**src/sv/ili_pkg.sv**
```systemverilog
`timescale 1ns / 1ps
// ============================================================================
// ili_pkg: shared types and codes for the interval list intersection block
// Command codes, sequencer states and the comparator result word.
// ============================================================================
package ili_pkg;

    // Command codes carried in the input tuser field.
    localparam logic [1:0] CMD_LOAD_A = 2'd0;
    localparam logic [1:0] CMD_LOAD_B = 2'd1;
    localparam logic [1:0] CMD_RUN    = 2'd2;

    // Bit positions of the flags in the output tuser field.
    localparam int USER_VALID_BIT = 0;
    localparam int USER_DROP_BIT  = 1;

    typedef enum logic [2:0] {
        ST_IDLE,
        ST_RD,
        ST_LL,
        ST_HH,
        ST_OV1,
        ST_OV2,
        ST_LR,
        ST_PUSH_FIN
    } ili_state_t;

    // Result of one signed comparison of x against y.
    typedef struct packed {
        logic lt;
        logic eq;
    } cmp_res_t;

endpackage

```
**src/sv/ili_cmp.sv**
```systemverilog
`timescale 1ns / 1ps
// ============================================================================
// ili_cmp: shared signed comparator
// Compares two signed fixed-point endpoints and reports less-than and equal.
// ============================================================================
module ili_cmp
    import ili_pkg::*;
#(
    parameter int W = 32
)
(
    input  logic signed [W-1:0] x,
    input  logic signed [W-1:0] y,
    output cmp_res_t            res
);

    always_comb
    begin
        res.lt = (x < y);
        res.eq = (x == y);
    end

endmodule

```
**src/sv/interval_list_intersection.sv**
```systemverilog
`timescale 1ns / 1ps
// ============================================================================
// interval_list_intersection: merge-walk intersection of two interval lists
// Loads intervals into list A or B and, on a run, emits every non-empty
// intersection, then clears both lists and the drop flag.
// ============================================================================
// Sequencing: a load word is taken in ST_IDLE. A run visits at most count_a + count_b - 1
// interval pairs; each pair passes one list memory read (ST_RD) and the steps ST_LL,
// ST_HH, ST_OV1, ST_OV2 and ST_LR on the single shared comparator, and each qualifying
// pair also passes ST_PUSH_FIN, which can wait on m_tready while a result is held.
// Throughput: one word at a time; input tready is low for the whole run.
// Reset: rst_n clears counts, drop flag, sequencer and output valid; lists are read once written.
module interval_list_intersection
    import ili_pkg::*;
#(
    parameter int LIST_DEPTH = 16,
    parameter int VALUE_BITS = 32
)
(
    input  logic clk,
    input  logic rst_n,

    // Input word. s_tdata fields, lowest bit up: lo_value, hi_value,
    // lo_closed, hi_closed, then zero padding.
    input  logic                                      s_tvalid,
    output logic                                      s_tready,
    input  logic [((2*VALUE_BITS+2+7)/8)*8-1:0]       s_tdata,
    // s_tuser fields, lowest bit up: command.
    input  logic [1:0]                                s_tuser,

    // Result word. m_tdata fields, lowest bit up: res_lo, res_hi,
    // res_lo_closed, res_hi_closed, then zero padding.
    output logic                                      m_tvalid,
    input  logic                                      m_tready,
    output logic [((2*VALUE_BITS+2+7)/8)*8-1:0]       m_tdata,
    // m_tuser fields, lowest bit up: res_valid, dropped.
    output logic [1:0]                                m_tuser,
    // m_tlast carries res_last.
    output logic                                      m_tlast
);

    localparam int VB    = VALUE_BITS;
    localparam int ENT_W = 2 * VB + 2;
    localparam int DW    = ((ENT_W + 7) / 8) * 8;
    localparam int CNT_W = $clog2(LIST_DEPTH + 1);
    localparam int IDX_W = (LIST_DEPTH > 1) ? $clog2(LIST_DEPTH) : 1;

    // ------------------------------------------------------------------
    // List memories. One entry holds a whole interval in the same layout
    // as the low bits of s_tdata: lo, hi, lo_closed, hi_closed.
    // ------------------------------------------------------------------
    logic [ENT_W-1:0] mem_a [LIST_DEPTH];
    logic [ENT_W-1:0] mem_b [LIST_DEPTH];
    logic [ENT_W-1:0] rd_a_reg;
    logic [ENT_W-1:0] rd_b_reg;

    logic             wr_a_en;
    logic             wr_b_en;
    logic             rd_en;

    // Control and datapath registers.
    ili_state_t       state_reg, state_next;
    logic [CNT_W-1:0] cnt_a_reg, cnt_a_next;
    logic [CNT_W-1:0] cnt_b_reg, cnt_b_next;
    logic [CNT_W-1:0] ia_reg, ia_next;
    logic [CNT_W-1:0] ib_reg, ib_next;
    logic             drop_reg, drop_next;
    logic             drp_reg, drp_next;
    logic             pend_reg, pend_next;
    logic             fin_reg, fin_next;

    // Comparator flags kept across the steps of one pair.
    logic             ah_lt_bh_reg, ah_lt_bh_next;
    logic             ov1_reg, ov1_next;
    logic             ov2_reg, ov2_next;

    // Candidate borders {closed, value} and the held result.
    logic [VB:0]      l_reg, l_next;
    logic [VB:0]      r_reg, r_next;
    logic [VB:0]      pend_l_reg, pend_l_next;
    logic [VB:0]      pend_r_reg, pend_r_next;

    // Output register.
    logic             out_valid_reg, out_valid_next;
    logic [DW-1:0]    out_data_reg, out_data_next;
    logic [1:0]       out_user_reg, out_user_next;
    logic             out_last_reg, out_last_next;

    // Fields of the pair under test.
    logic [VB-1:0]    al, ah, bl, bh;
    logic             al_c, ah_c, bl_c, bh_c;

    // Shared comparator operands and result.
    logic [VB-1:0]    cmp_x, cmp_y;
    cmp_res_t         cmp_res;

    logic             s_fire;
    logic             out_free;
    logic             qual;

    assign al   = rd_a_reg[VB-1:0];
    assign ah   = rd_a_reg[2*VB-1:VB];
    assign al_c = rd_a_reg[2*VB];
    assign ah_c = rd_a_reg[2*VB+1];
    assign bl   = rd_b_reg[VB-1:0];
    assign bh   = rd_b_reg[2*VB-1:VB];
    assign bl_c = rd_b_reg[2*VB];
    assign bh_c = rd_b_reg[2*VB+1];

    assign s_tready = (state_reg == ST_IDLE);
    assign s_fire   = s_tvalid && s_tready;
    assign out_free = !out_valid_reg || m_tready;

    assign m_tvalid = out_valid_reg;
    assign m_tdata  = out_data_reg;
    assign m_tuser  = out_user_reg;
    assign m_tlast  = out_last_reg;

    // The one comparator serves every compare of the walk; the sequencer
    // step picks its operands.
    always_comb
    begin
        case (state_reg)
            ST_LL:
            begin
                cmp_x = al;
                cmp_y = bl;
            end
            ST_HH:
            begin
                cmp_x = ah;
                cmp_y = bh;
            end
            ST_OV1:
            begin
                cmp_x = ah;
                cmp_y = bl;
            end
            ST_OV2:
            begin
                cmp_x = al;
                cmp_y = bh;
            end
            ST_LR:
            begin
                cmp_x = l_reg[VB-1:0];
                cmp_y = r_reg[VB-1:0];
            end
            default:
            begin
                cmp_x = al;
                cmp_y = bl;
            end
        endcase
    end

    ili_cmp #(
        .W (VB)
    ) u_cmp (
        .x   (cmp_x),
        .y   (cmp_y),
        .res (cmp_res)
    );

    // A pair is reported when both overlap tests passed and the result
    // interval is either non-degenerate or has a closed border.
    assign qual = ov1_reg && ov2_reg && (cmp_res.lt || l_reg[VB] || r_reg[VB]);

    always_ff @(posedge clk)
    begin
        if (wr_a_en)
        begin
            mem_a[cnt_a_reg[IDX_W-1:0]] <= s_tdata[ENT_W-1:0];
        end
        if (wr_b_en)
        begin
            mem_b[cnt_b_reg[IDX_W-1:0]] <= s_tdata[ENT_W-1:0];
        end
        if (rd_en)
        begin
            rd_a_reg <= mem_a[ia_reg[IDX_W-1:0]];
            rd_b_reg <= mem_b[ib_reg[IDX_W-1:0]];
        end
    end

    // ------------------------------------------------------------------
    // Sequencer: next state and datapath updates.
    // ------------------------------------------------------------------
    always_comb
    begin
        state_next     = state_reg;
        cnt_a_next     = cnt_a_reg;
        cnt_b_next     = cnt_b_reg;
        ia_next        = ia_reg;
        ib_next        = ib_reg;
        drop_next      = drop_reg;
        drp_next       = drp_reg;
        pend_next      = pend_reg;
        fin_next       = fin_reg;
        ah_lt_bh_next  = ah_lt_bh_reg;
        ov1_next       = ov1_reg;
        ov2_next       = ov2_reg;
        l_next         = l_reg;
        r_next         = r_reg;
        pend_l_next    = pend_l_reg;
        pend_r_next    = pend_r_reg;
        out_valid_next = out_valid_reg && !m_tready;
        out_data_next  = out_data_reg;
        out_user_next  = out_user_reg;
        out_last_next  = out_last_reg;
        wr_a_en        = 1'b0;
        wr_b_en        = 1'b0;
        rd_en          = 1'b0;

        case (state_reg)
            ST_IDLE:
            begin
                if (s_fire)
                begin
                    case (s_tuser)
                        CMD_LOAD_A:
                        begin
                            if (cnt_a_reg < CNT_W'(LIST_DEPTH))
                            begin
                                wr_a_en    = 1'b1;
                                cnt_a_next = cnt_a_reg + CNT_W'(1);
                            end
                            else
                            begin
                                drop_next = 1'b1;
                            end
                        end
                        CMD_LOAD_B:
                        begin
                            if (cnt_b_reg < CNT_W'(LIST_DEPTH))
                            begin
                                wr_b_en    = 1'b1;
                                cnt_b_next = cnt_b_reg + CNT_W'(1);
                            end
                            else
                            begin
                                drop_next = 1'b1;
                            end
                        end
                        CMD_RUN:
                        begin
                            ia_next    = '0;
                            ib_next    = '0;
                            pend_next  = 1'b0;
                            drp_next   = drop_reg;
                            state_next = ST_RD;
                        end
                        default:
                        begin
                            state_next = ST_IDLE;
                        end
                    endcase
                end
            end

            ST_RD:
            begin
                if ((ia_reg < cnt_a_reg) && (ib_reg < cnt_b_reg))
                begin
                    rd_en      = 1'b1;
                    state_next = ST_LL;
                end
                else
                begin
                    fin_next   = 1'b1;
                    state_next = ST_PUSH_FIN;
                end
            end

            ST_LL:
            begin
                l_next        = cmp_res.lt ? {bl_c, bl} : {al_c, al};
                state_next    = ST_HH;
            end

            ST_HH:
            begin
                ah_lt_bh_next = cmp_res.lt;
                // On a tie of the rights, list A's border is kept.
                r_next        = (!cmp_res.lt && !cmp_res.eq) ? {bh_c, bh} : {ah_c, ah};
                state_next    = ST_OV1;
            end

            ST_OV1:
            begin
                ov1_next   = !cmp_res.lt;
                state_next = ST_OV2;
            end

            ST_OV2:
            begin
                ov2_next   = cmp_res.lt || cmp_res.eq;
                state_next = ST_LR;
            end

            ST_LR:
            begin
                // The list whose interval ends first moves on; B on a tie.
                if (ah_lt_bh_reg)
                begin
                    ia_next = ia_reg + CNT_W'(1);
                end
                else
                begin
                    ib_next = ib_reg + CNT_W'(1);
                end
                if (qual)
                begin
                    fin_next   = 1'b0;
                    state_next = ST_PUSH_FIN;
                end
                else
                begin
                    state_next = ST_RD;
                end
            end

            ST_PUSH_FIN:
            begin
                // One hit is held back so that the final one can carry last.
                if (fin_reg)
                begin
                    if (out_free)
                    begin
                        out_valid_next = 1'b1;
                        out_last_next  = 1'b1;
                        out_user_next[USER_DROP_BIT] = drp_reg;
                        if (pend_reg)
                        begin
                            out_data_next = DW'({pend_r_reg[VB], pend_l_reg[VB],
                                                 pend_r_reg[VB-1:0], pend_l_reg[VB-1:0]});
                            out_user_next[USER_VALID_BIT] = 1'b1;
                        end
                        else
                        begin
                            out_data_next = '0;
                            out_user_next[USER_VALID_BIT] = 1'b0;
                        end
                        cnt_a_next = '0;
                        cnt_b_next = '0;
                        drop_next  = 1'b0;
                        pend_next  = 1'b0;
                        state_next = ST_IDLE;
                    end
                end
                else if (!pend_reg || out_free)
                begin
                    if (pend_reg)
                    begin
                        out_valid_next = 1'b1;
                        out_last_next  = 1'b0;
                        out_data_next  = DW'({pend_r_reg[VB], pend_l_reg[VB],
                                              pend_r_reg[VB-1:0], pend_l_reg[VB-1:0]});
                        out_user_next[USER_VALID_BIT] = 1'b1;
                        out_user_next[USER_DROP_BIT]  = drp_reg;
                    end
                    pend_l_next = l_reg;
                    pend_r_next = r_reg;
                    pend_next   = 1'b1;
                    state_next  = ST_RD;
                end
            end

            default:
            begin
                state_next = ST_IDLE;
            end
        endcase
    end

    always_ff @(posedge clk or negedge rst_n)
    begin
        if (!rst_n)
        begin
            state_reg     <= ST_IDLE;
            cnt_a_reg     <= '0;
            cnt_b_reg     <= '0;
            ia_reg        <= '0;
            ib_reg        <= '0;
            drop_reg      <= 1'b0;
            drp_reg       <= 1'b0;
            pend_reg      <= 1'b0;
            fin_reg       <= 1'b0;
            out_valid_reg <= 1'b0;
        end
        else
        begin
            state_reg     <= state_next;
            cnt_a_reg     <= cnt_a_next;
            cnt_b_reg     <= cnt_b_next;
            ia_reg        <= ia_next;
            ib_reg        <= ib_next;
            drop_reg      <= drop_next;
            drp_reg       <= drp_next;
            pend_reg      <= pend_next;
            fin_reg       <= fin_next;
            out_valid_reg <= out_valid_next;
        end
    end

    always_ff @(posedge clk)
    begin
        ah_lt_bh_reg <= ah_lt_bh_next;
        ov1_reg      <= ov1_next;
        ov2_reg      <= ov2_next;
        l_reg        <= l_next;
        r_reg        <= r_next;
        pend_l_reg   <= pend_l_next;
        pend_r_reg   <= pend_r_next;
        out_data_reg <= out_data_next;
        out_user_reg <= out_user_next;
        out_last_reg <= out_last_next;
    end

    // ------------------------------------------------------------------
    // Assertions
    // ------------------------------------------------------------------
    a_cnt_bound: assert property (@(posedge clk) disable iff (!rst_n)
        (cnt_a_reg <= CNT_W'(LIST_DEPTH)) && (cnt_b_reg <= CNT_W'(LIST_DEPTH)))
        else $error("list count beyond depth");

    a_walk_bound: assert property (@(posedge clk) disable iff (!rst_n)
        (state_reg != ST_IDLE) |-> ((ia_reg <= cnt_a_reg) && (ib_reg <= cnt_b_reg)))
        else $error("walk index beyond list count");

    a_fin_last: assert property (@(posedge clk) disable iff (!rst_n)
        (state_reg == ST_PUSH_FIN && fin_reg && out_free) |=> (m_tvalid && m_tlast))
        else $error("run finished without a last result");

    a_empty_last: assert property (@(posedge clk) disable iff (!rst_n)
        (m_tvalid && !m_tuser[USER_VALID_BIT]) |-> m_tlast)
        else $error("empty result not marked last");

endmodule
```
**config.mk**
```make
export PLATFORM = sky130hd
export DESIGN_NAME = interval_list_intersection
export DESIGN_NICKNAME = d
export VERILOG_FILES = /design/src/sv/ili_pkg.sv /design/src/sv/ili_cmp.sv /design/src/sv/interval_list_intersection.sv
export SDC_FILE = /design/constraint.sdc
export NUM_CORES = 2
export LEC_CHECK = 0
export ABC_CLOCK_PERIOD_IN_PS = 13860
export BUFFER_PORTS_ARGS = -buffer_cell sky130_fd_sc_hd__buf_2
export CAP_MARGIN = 20
export CORE_ASPECT_RATIO = 1.1
export CORE_UTILIZATION = 35
export CTS_BUF_LIST = sky130_fd_sc_hd__clkbuf_16
export DETAILED_ROUTE_END_ITERATION = 8
export PLACE_DENSITY_LB_ADDON = 0.3
export SLEW_MARGIN = 10
export SYNTH_ARGS = -nofsm -noshare
export SYNTH_HDL_FRONTEND = slang
export SYNTH_SLANG_ARGS = --single-unit
```
**constraint.sdc**
```tcl
create_clock -name clk -period 13.86 [get_ports clk]
set_input_delay 0.693 -clock clk [delete_from_list [all_inputs] [get_ports clk]]
set_output_delay 0.693 -clock clk [all_outputs]
set_load 0.02 [all_outputs]
```
==> impl_results.md <==
- Outcome: complete, no violations
- CP Max Fanout: 36
- Slew Viols, Final: 0
- Routed vias: 43320
- Max Cap Viol: 0
- Layout cell share with drive strength beyond 1: 30.86%
- Largest family of logic cells by synthesized area: multiplexers
- First-pass GRT wire length: 349900 um
- Fin crit period: 5527 ps
- Register area share after synthesis: 78.92%
- Unrepaired setup endpoints after global routing: no
- Worst Setup Path Type: flip-flop to flip-flop
- Drt via density: 5.470
- Simple-gate portion of the synthesized area: 1.473%
- #FFs+latches synth: 2476
- Final Hold Fails: 0
- Data required, critical path: 14480 ps
- Worst path top cell family by delay: compound AO/OA/AOI/OAI gates
- VDD IR max: 0.0002608 V
- Cell total after placement: 7455
- Comb power frac: 22.5%
- Worst Setup SP: state_reg[2]
- Root Driver: clkbuf_16
- Initial DRC count: 5025
- Leakage: 33.13 nW
- TritonCTS clock tree: done
- Clock tree buffer depth: 4
- # IOs: 155
- Slew HR: 22.17%
- Reg2reg end: r_reg[0]
- Synth Area in Compound Gates: 1.140%
- Psw: 0.005825 W
- Cts repair resizes: 0
- Post-Synth XOR/XNOR Area: 0.09314%
- CTS buffer count: 249
- Crit path DAT: 6150 ps
- Pint: 0.01492 W
- WP buf/inv: 2
- Cell Pwr Density: 193.6 nW/um^2
- Post-DP HPWL: 140400 um
- Crit path largest cell delay: 750 ps
- Final nets: 4318
- FFs w/ async S/R, synth: 1.131%
- Placer Congestion: 0.8800
- Clk sink count: 2476
- Reg2reg start: state_reg[2]
- Post-route cell area: 107200 um^2
- CP cell instances: nand3b_1, inv_2, buf_4, or2_2, a22o_1, a21oi_1, ha_1, and2_1, a221o_1, a221oi_2, o211ai_1, o22ai_4, a31o_4, mux2_2
- Largest net degree at the start of global routing: 117
- Setup violators final: 0
- Distinct cells, synth: 51
- Initial antenna violation count: 39
- Startpoint Class: flip-flop
- Ys flop type: edfxtp_1
- Rows: 199
- Placed cell areas: 99220 um^2
- Slowest-stage cell, CP: or2_2
- I/O Buffers: 142
- CP Depth: 14
- Crit. End Element: flip-flop
- Sequential power share: 45.7%
- Routed wire length per instance: 31.82 um
- Clock transition at path regs: 60 ps
- Adder-Cell Fraction of Synth Area: 0.6653%
- Final hold slack: 141.2 ps
- # DRC: 0
- Reg-to-reg setup timing slack: 8330 ps
- Number of synthesized flops with an enable pin: 2448
- Synthesized area per cell: 24.06 um^2
- Core Util, Final: 40.12%
- Htree depth: 4
- Syn Inst Count: 3909
- Die X: 496.2 um
- Post-DRT Antenna Nets: 0
- Sw frac: 28.08%
- Clock Skews: 64.99 ps
- Area growth, synth to finish: 13.97%
- Hold Crit Class: primary input to flip-flop
- Highest Clock Rate: 180.9 MHz
- Vias in the first global route: 43461
- Die Y-Extent: 545.6 um
- Die area: 270800 um^2
- Mux cell area share after synthesis: 16.75%
- Global Route Usage Sum: 18.54%
- Clock Latency Late Sink: 910 ps
- Finished Layout Cells: 7919
- Initial core utilization: 35.20%
- Part of the power in the clock network: 31.7%
- Worst Setup EP: r_reg[0]
- Core Box Area: 267200 um^2
- Total Wirelength: 252000 um
- Synthesized area: 94040 um^2
- Setup TNS: 0 ps
- Worst Tran Pin Value: 1167 ps
- Synthesis Warnings: 0
- GRT overflow: 0
- Crit share post-route: 39.88%
- Worst r2r path cells: 14
- Pre-antenna DRT Iters: 7
-- power by group through the flow --
stage               Combinational (W)  Sequential (W)  Clock (W)
finish                        0.00468         0.00949    0.00658
global route                  0.00499         0.00949    0.00697
CTS                           0.00475         0.00947    0.00670
detailed placement            0.00474         0.00962          0
global placement              0.00472         0.00963          0
floorplan                     0.00363         0.00917          0
-- synth_stat cells, types with 11 or more instances --
master / count / share of area, %
dfrtp_1: 28 / 0.75
and2_1: 84 / 0.56
nand4_1: 14 / 0.093
a21oi_1: 48 / 0.26
clkbuf_1: 137 / 0.55
a22oi_1: 32 / 0.26
nand2_1: 91 / 0.36
mux4_2: 660 / 16
nor3_1: 11 / 0.059
mux2_4: 29 / 0.46
buf_1: 48 / 0.19
mux2_2: 38 / 0.46
o21ai_0: 14 / 0.075
inv_1: 15 / 0.060
edfxtp_1: 2448 / 78
nor2_1: 34 / 0.14
a22o_1: 32 / 0.30
ha_1: 50 / 0.67
-- tightest hold or removal path, stage by stage --
cell and delay [ps]:
buf_2 90, nand2b_1 140, nand2_1 60
-- cell type report --
cell class              instances  area, um^2
well taps                    3517        4400
clock inverters               196        1644
repair buffers                227        1401
clock buffers                 250        6256
inverters                      16       60.06
diodes                         17       42.54
multi-input cells            1220       19130
flip-flops and latches       2476       74240
fillers                     23274      160000
-- cells by family (layout without fill, tap and decap cells) --
family | after synthesis | after routing
mux | 729 | 729
flops | 2476 | 2476
compound gates | 153 | 153
xor+xnor | 10 | 10
other cells | 1 | 23
simple gates | 272 | 272
buf+inv | 218 | 689
fa+ha+maj | 50 | 50
-- per-stage QoR --
stage          setup WS [ps]  power [W]
2_1_floorplan           2864    0.01279
3_5_place_dp            8380    0.01436
3_3_place_gp            8362    0.01435
4_1_cts                 8312    0.02093
5_1_grt                 8022    0.02144
6_report                8333    0.02075
-- layer usage --
| layer | wire, um | global-route usage [%] |
|---|---|---|
| met2 | 126600 | 31.02 |
| met3 | 17700 | 3.239 |
| met4 | 6936 | 4.960 |
| met5 | 126 | 0 |
| met1 | 100700 | 24.86 |
-- placed cells by master, fill, tap and decap left out, types with 5 or more instances in the layout --
master         n
nand2_1       91
clkinv_1      56
diode_2       17
nand3_1        8
bufinv_16     27
edfxtp_1    2448
a21oi_1       48
nor2_1        19
and2_1        68
nor3_1         6
buf_4         80
dfrtp_1       20
ha_1          50
nor2_4        13
clkbuf_16    250
buf_2        142
mux2_4        29
mux4_2       660
and2_4        16
clkinvlp_4     7
nand4_1       14
o21ai_0       14
mux2_2        38
a22o_1        32
a22oi_1       32
a21o_1         6
or2_2          5
xor2_1         6
conb_1         6
nor3_2         5
clkinv_2      45
inv_1         64
dfrtp_4        8
-- repair_timing --
| item | in CTS | in global routing |
|---|---|---|
| setup buffers | 0 | 0 |
| hold buffers | 1 | 0 |
| hold endpoints to repair | 28 | 0 |
-- worst min-delay path by stage --
stage | cells after the start | end | slack (ps) | startpoint
2_1_floorplan | 0 | cnt_a_reg[0] | 400 | rst_n
3_3_place_gp | 0 | pend_r_reg[8] | 430 | r_reg[8]
3_5_place_dp | 0 | pend_r_reg[16] | 430 | r_reg[16]
4_1_cts | 3 | m_tvalid | 80 | m_tready
5_1_grt | 3 | m_tvalid | 140 | m_tready
6_report | 3 | m_tvalid | 140 | m_tready
Power figures use the tool's default switching activity.
